<file path="config.mk">
export PLATFORM = sky130hd
export DESIGN_NAME = lrst_cell
export DESIGN_NICKNAME = d
export VERILOG_FILES = /design/src/rtl/assert_macros.svh /design/src/rtl/lrst_pkg.sv /design/src/rtl/lrst_cell.sv
export SDC_FILE = /design/constraint.sdc
export NUM_CORES = 1
export LEC_CHECK = 0
export ABC_AREA = 1
export BUFFER_PORTS_ARGS = -buffer_cell sky130_fd_sc_hd__buf_2
export CAP_MARGIN = 20
export CORE_AREA = 2 2 210 212
export CTS_CLUSTER_SIZE = 30
export DETAILED_ROUTE_END_ITERATION = 8
export DIE_AREA = 0 0 212 214
export PLACE_DENSITY = 0.72
export SETUP_SLACK_MARGIN = 0.2
export SYNTH_ARGS = -nofsm -noshare
export SYNTH_HDL_FRONTEND = slang
export SYNTH_SLANG_ARGS = --single-unit
</file>
<file path="constraint.sdc">
create_clock -name aclk -period 2.15 [get_ports aclk]
set_input_delay 0.3225 -clock aclk [delete_from_list [all_inputs] [get_ports aclk]]
set_output_delay 0.3225 -clock aclk [all_outputs]
set_load 0.05 [all_outputs]
</file>
<file path="src/rtl/assert_macros.svh">
// Assertion macros used by the top level of the log repeat suppression table.
// Each macro expects a clock named aclk and an active-low reset named aresetn.
`ifndef ASSERT_MACROS_SVH
`define ASSERT_MACROS_SVH

// A property checked at every rising edge outside reset.
`define ASSERT_CLK(label, prop, msg) \
    label: assert property (@(posedge aclk) disable iff (!aresetn) (prop)) \
        else $error(msg);

// A condition that must never be true outside reset.
`define ASSERT_NEVER(label, cond, msg) \
    `ASSERT_CLK(label, !(cond), msg)

`endif

</file>
<file path="src/rtl/lrst_pkg.sv">
// Shared types and constants for the log repeat suppression table.
// Used by lrst_cell and log_repeat_suppression_table; depends on nothing else.
package lrst_pkg;

    localparam int SLOTS_DEF  = 8;
    localparam int SIG_W      = 32;
    localparam int PRI_W      = 8;
    localparam int CNT_W      = 16;
    localparam int TIME_W     = 64;
    localparam int SLOT_W     = 3;
    localparam int ACT_W      = 2;
    localparam int LVL_W      = 3;
    localparam int DEDUP_W    = 8;
    localparam int US_W       = 20;
    localparam int WIN_W      = DEDUP_W + US_W;
    localparam int CFG_ADDR_W = 2;
    localparam int CFG_DATA_W = 8;
    localparam int IN_DATA_W  = 104;
    localparam int OUT_DATA_W = 128;

    localparam logic [US_W-1:0] US_PER_SECOND = 20'd1000000;

    // Configuration register indexes.
    localparam logic [CFG_ADDR_W-1:0] REG_CONSOLE = 2'd0;
    localparam logic [CFG_ADDR_W-1:0] REG_HOST    = 2'd1;
    localparam logic [CFG_ADDR_W-1:0] REG_DEDUP   = 2'd2;

    typedef enum logic [ACT_W-1:0] {
        ACT_DROP    = 2'd0,
        ACT_SUPP    = 2'd1,
        ACT_REPORT  = 2'd2,
        ACT_DISPLAY = 2'd3
    } action_t;

    typedef enum logic [2:0] {
        ST_IDLE,
        ST_DROP,
        ST_SEARCH,
        ST_SUPP,
        ST_REPORT,
        ST_DISP
    } state_t;

    // Search token handed from cell to cell. It carries the chosen slot's
    // contents: the matching slot once found, otherwise the eviction choice.
    typedef struct packed {
        logic              valid;
        logic              found;
        logic              have;
        logic [CNT_W-1:0]  cnt;
        logic [TIME_W-1:0] seen;
        logic [TIME_W-1:0] anchor;
        logic [SIG_W-1:0]  sig;
        logic [PRI_W-1:0]  pri;
    } scan_t;

    // Write-back command broadcast to all cells.
    typedef struct packed {
        logic              en;
        logic              set_anchor;
        logic [SIG_W-1:0]  sig;
        logic [PRI_W-1:0]  pri;
        logic [CNT_W-1:0]  cnt;
        logic [TIME_W-1:0] seen;
    } slot_wr_t;

endpackage

</file>
<file path="src/rtl/lrst_cell.sv">
// One table slot of the log repeat suppression table and its search stage.
// Depends on lrst_pkg for the token and write-back types.
module lrst_cell #(
    parameter int IDX_W    = 3,
    parameter int CELL_IDX = 0
) (
    input  logic                     aclk,
    input  logic                     aresetn,
    input  logic [lrst_pkg::SIG_W-1:0] req_sig,
    input  logic [lrst_pkg::PRI_W-1:0] req_pri,
    input  lrst_pkg::scan_t          tok_in,
    input  logic [IDX_W-1:0]         idx_in,
    output lrst_pkg::scan_t          tok_out,
    output logic [IDX_W-1:0]         idx_out,
    input  lrst_pkg::slot_wr_t       wr,
    input  logic [IDX_W-1:0]         wr_idx
);
    import lrst_pkg::*;

    localparam logic [IDX_W-1:0] MY_IDX = IDX_W'(CELL_IDX);

    logic [SIG_W-1:0]  sig_reg;
    logic [PRI_W-1:0]  pri_reg;
    logic [CNT_W-1:0]  cnt_reg;
    logic [TIME_W-1:0] seen_reg;
    logic [TIME_W-1:0] anchor_reg;

    scan_t             tok_reg, tok_next;
    logic [IDX_W-1:0]  idx_reg, idx_next;
    logic              own_match;
    logic              take_own;

    assign own_match = (sig_reg == req_sig) && (pri_reg == req_pri);

    always_comb begin
        tok_next = tok_in;
        idx_next = idx_in;
        take_own = 1'b0;
        // Once a match is found, later slots only pass the token on. Strict
        // less-than keeps the lower index on equal timestamps.
        if (!tok_in.found) begin
            if (own_match) begin
                take_own       = 1'b1;
                tok_next.found = 1'b1;
            end else if (!tok_in.have || (seen_reg < tok_in.seen)) begin
                take_own = 1'b1;
            end
        end
        if (take_own) begin
            tok_next.have   = 1'b1;
            tok_next.cnt    = cnt_reg;
            tok_next.seen   = seen_reg;
            tok_next.anchor = anchor_reg;
            tok_next.sig    = sig_reg;
            tok_next.pri    = pri_reg;
            idx_next        = MY_IDX;
        end
    end

    always_ff @(posedge aclk) begin
        if (!aresetn) begin
            tok_reg <= '0;
            idx_reg <= '0;
        end else begin
            tok_reg <= tok_next;
            idx_reg <= idx_next;
        end
    end

    always_ff @(posedge aclk) begin
        if (!aresetn) begin
            sig_reg    <= '0;
            pri_reg    <= '0;
            cnt_reg    <= '0;
            seen_reg   <= '0;
            anchor_reg <= '0;
        end else if (wr.en && (wr_idx == MY_IDX)) begin
            sig_reg  <= wr.sig;
            pri_reg  <= wr.pri;
            cnt_reg  <= wr.cnt;
            seen_reg <= wr.seen;
            if (wr.set_anchor) begin
                anchor_reg <= wr.seen;
            end
        end
    end

    assign tok_out = tok_reg;
    assign idx_out = idx_reg;

endmodule

</file>
==> impl_summary.txt <==
----------------------------------------------------
[Pwr]
  Combinational cell fraction of total power ... 18.2%
  Share of total power consumed by net switching ... 28.7%
  Share of total power in sequential cells ... between 40% and 50%
  Switching power ... about 5.3 mW
  Clock group share of total power ... between 40% and 50%
  Internal power component ... 13.1 mW
  Worst IR Drop VDD ... 618 uV
  Power density relative to cell area ... 763 nW/um^2
  Reported leakage power ... approximately 11 nW

[Clocking]
  Total clock buffers created by CTS ... 43
  TritonCTS clock tree ... built
  Maximum buffer depth of the clock tree ... 3
  CTS H-tree depth ... 2
  Insertion delay of the later-clocked pin in the worst-skew pair ... 0.57 ns
  Number of sinks on the clock net ... 374
  Clock edge transition at the registers on the reported setup and hold paths ... 0.06 ns
  Root Buffer ... clkbuf_16

[Timing]
  Setup Viol. Count Final ... 187
  Setup repair after global routing missed its margin ... yes
  Minimum clock period after layout ... about 2.4 ns
  Number of endpoints with negative hold slack in the final report ... 0
  Worst hold margin ... about 0.014 ns
  Share of the cycle needed by the critical path after routing ... 114%
  Clock tree skew after final layout ... 0.0285 ns
  Slew at the pin closest to its max-slew limit ... 0.582 ns
  F_max ... 409 MHz
  Setup slack after layout ... -0.296 ns
  Final slew viol count ... 0
  Slew Limit Headroom ... 61.2%

[Setup path]
  Crit Path Category ... reg -> reg
  CP Data Required Time ... 2.61 ns
  Arrival time of the worst setup path ... 2.90 ns
  Critical path launch point type ... flop
  Crit Path Max Fanout ... 13
  Critical path capture point type ... flop

[Floorplanning]
  Count of standard-cell rows ... 76
  Initial core utilization ... between 30% and 40%
  Area inside the core boundary ... 42900 um^2
  Die outline width ... 212 um
  Area of the die ... 45400 um^2
  Ports placed on the boundary ... 547
  Die extent in y ... 214 um

[Cells and area]
  Area overhead of the layout relative to synthesis ... 48.5%
  Non-Filler Instances ... ~3500
  Fraction of final layout cells sized beyond drive strength 1 ... 32.5%
  Final layout net count ... ~3300
  Number of flip-flops in the largest register ... 187

[Detailed routing]
  Wirelength per Cell ... approximately 17 um
  Count of TritonRoute iterations in the first routing pass ... 7
  Number of vias after detailed routing ... 17300
  Remaining design rule violation count ... 0
  Number of nets still failing antenna checks after routing ... 0
  Post-detailed-routing wire length ... 59700 um
  Per-cell via count in the routed design ... between 5 and 6
  Iteration-0 DRC Markers ... 1227

[Status]
  Violated checks ... setup timing
  Run status ... finished, violations left

[Global route]
  Wire length of the first global-routing pass ... about 90000 um
  Remaining Overflow, GRT ... 0
  Overall Global Routing Usage ... 24.7%
  Antenna violations before repair ... 23
  Pin count of the biggest net entering global routing ... between 100 and 150
  Vias in the first global route ... between 15000 and 20000

[Yosys]
  Post-Synthesis Cells ... 2175
  Synthesized cell area ... 16200 um^2
  Net count of the mapped netlist ... 2595
  Syn avg cell area ... ~7.5 um^2
  Count of synthesis-stage warnings from yosys ... 0
  Flops & latches, synth ... about 370
  Number of distinct library cell variants in the gate-level netlist after synthesis ... 28
  Fraction of the yosys area taken by sequential cells ... 46.2%

[Placement]
  Number of buffers added on ports ... ~550
  Cell Count Post-Placement ... 3219
  RePlAce Congestion ... 0.894
  Final HPWL from detailed placement ... roughly 40000 um

[Job]
  Maxcap violations ... 0

[Hold path]
  Worst hold path class ... in -> reg

----------------------------------------------------
[layer usage]
layer | routed length (um) | share of wire [%] | GRT usage, % | vias up
li1 | - | - | - | 8399
met1 | 23500 | 39 | 28.4 | 7939
met2 | 27800 | 47 | 40.7 | 761
met3 | 4990 | 8.3 | 6.93 | 224
met4 | 3370 | 5.6 | 14.7 | 14
met5 | 92 | 0.15 | 0 | -
[area by class of cell]
type,count,area (um^2)
Inverter,264,1020
Multi-Input combinational cell,1377,8010
Tap cell,585,732
Sequential cell,374,7490
Clock inverter,9,166
Clock buffer,67,1300
Antenna cell,17,42.5
Fill cell,3683,18800
Timing Repair Buffer,771,5310
[worst paths after layout]
check	to	slack [ns]	from	depth (start not counted)
setup / recovery	tok_out[75]	-0.30	seen_reg[62]	13
hold reg to reg	anchor_reg[16]	0.45	anchor_reg[16]	2
setup reg to reg	tok_out[75]	-0.30	seen_reg[62]	13
hold / removal	tok_out[90]	0.01	tok_in[90]	3
[power by group through the flow]
| stage | clock network [mW] | logic [mW] | registers (mW) |
|---|---|---|---|
| 6_report | 7.60 | 3.35 | 7.42 |
| 5_1_grt | 7.98 | 3.61 | 7.44 |
| 4_1_cts | 7.73 | 3.20 | 7.41 |
| 3_5_place_dp | 0 | 2.89 | 7.55 |
| 3_3_place_gp | 0 | 2.85 | 7.55 |
| 2_1_floorplan | 0 | 1.07 | 8.37 |
[synthesized netlist by cell type]
cell type	instances	share of area, %
ha_1	63	4.9
dfxtp_1	374	46
o21ai_1	1	0.031
o211ai_1	2	0.093
nor2_1	210	4.9
nand2_1	251	5.8
o21a_1	1	0.046
buf_1	13	0.30
nor3_2	1	0.062
nand2_4	1	0.069
inv_2	4	0.093
inv_1	260	6.0
a21oi_1	403	12
clkbuf_1	108	2.5
buf_4	8	0.37
xor2_1	15	0.81
xnor2_1	22	1.2
and2_1	1	0.039
buf_2	17	0.53
nand4_1	8	0.31
or2_0	3	0.12
nand2_2	1	0.039
nor3_1	10	0.31
nor2_2	1	0.039
o21ai_0	193	6.0
nand3_1	188	5.8
or2_1	1	0.039
buf_6	15	1.0
[timing repair]
action                                 4_1_cts  5_1_grt
setup endpoints to repair                  187      187
setup buffers                                3        4
pin swaps                                   19       14
gates cloned                                 3        5
gates resized for setup                    124      112
endpoints found under the hold margin      136        1
hold buffers                               136        1
[cells in the final DEF (no fill, tap or decap), types with 3 or more instances in the layout]
cell | Yosys | final
buf_16 | 0 | 8
buf_2 | 17 | 545
a21oi_2 | 0 | 122
dlygate4sd3_1 | 0 | 137
nand2_4 | 1 | 3
a21oi_4 | 0 | 11
inv_2 | 4 | 4
clkbuf_16 | 0 | 48
nand2_2 | 1 | 11
nand2_1 | 251 | 238
nor3_4 | 0 | 3
xor2_1 | 15 | 15
nor2_2 | 1 | 12
nand3_1 | 188 | 146
nor2_1 | 210 | 198
o21ai_0 | 193 | 193
inv_6 | 0 | 4
nand3_2 | 0 | 42
buf_4 | 8 | 43
diode_2 | 0 | 17
dfxtp_1 | 374 | 368
xnor2_1 | 22 | 21
nor3_1 | 10 | 6
ha_1 | 63 | 55
clkbuf_1 | 108 | 12
buf_6 | 15 | 12
clkbuf_8 | 0 | 11
bufinv_16 | 0 | 4
dfxtp_2 | 0 | 6
a21oi_1 | 403 | 270
or2_0 | 3 | 3
inv_1 | 260 | 255
ha_4 | 0 | 8
buf_12 | 0 | 20
nand4_1 | 8 | 8
[worst max-delay path, stage by stage, from the launching register on]
cell     delay, ns
dfxtp_2       0.33
ha_4          0.27
nand4_1       0.13
nor3_4        0.30
nand2_4       0.10
or2_0         0.22
nand2_1       0.11
nor2_4        0.05
nand2_4       0.11
nand2_8       0.11
buf_12        0.18
buf_6         0.16
a21oi_4       0.18
nor2_1        0.07
[cell families (layout without fill, tap and decap cells)]
logic type | Yosys count | after routing | share of synthesized area (%)
compound gates | 600 | 600 | 18.6
buf+inv | 425 | 1111 | 10.9
xor+xnor | 37 | 37 | 2.00
flops | 374 | 374 | 46.2
fa+ha+maj | 63 | 63 | 4.86
simple gates | 676 | 677 | 17.5
other cells | 0 | 17 | 0
[through the flow]
stage	TNS (ns)	worst slack [ns]	total power, mW	area (um^2)	utilization (%)
after detailed placement	-125.02	-0.781	10.4	19900	46.4
after CTS	-51.40	-0.331	18.3	23400	54.5
after global routing	-72.09	-0.445	19.0	24100	56.1
final	-42.18	-0.296	18.4	24100	56.1
after global placement	-126.75	-0.823	10.4	19900	46.4
after floorplan	0	0.187	9.43	16500	-
Power figures use the tool's default switching activity.
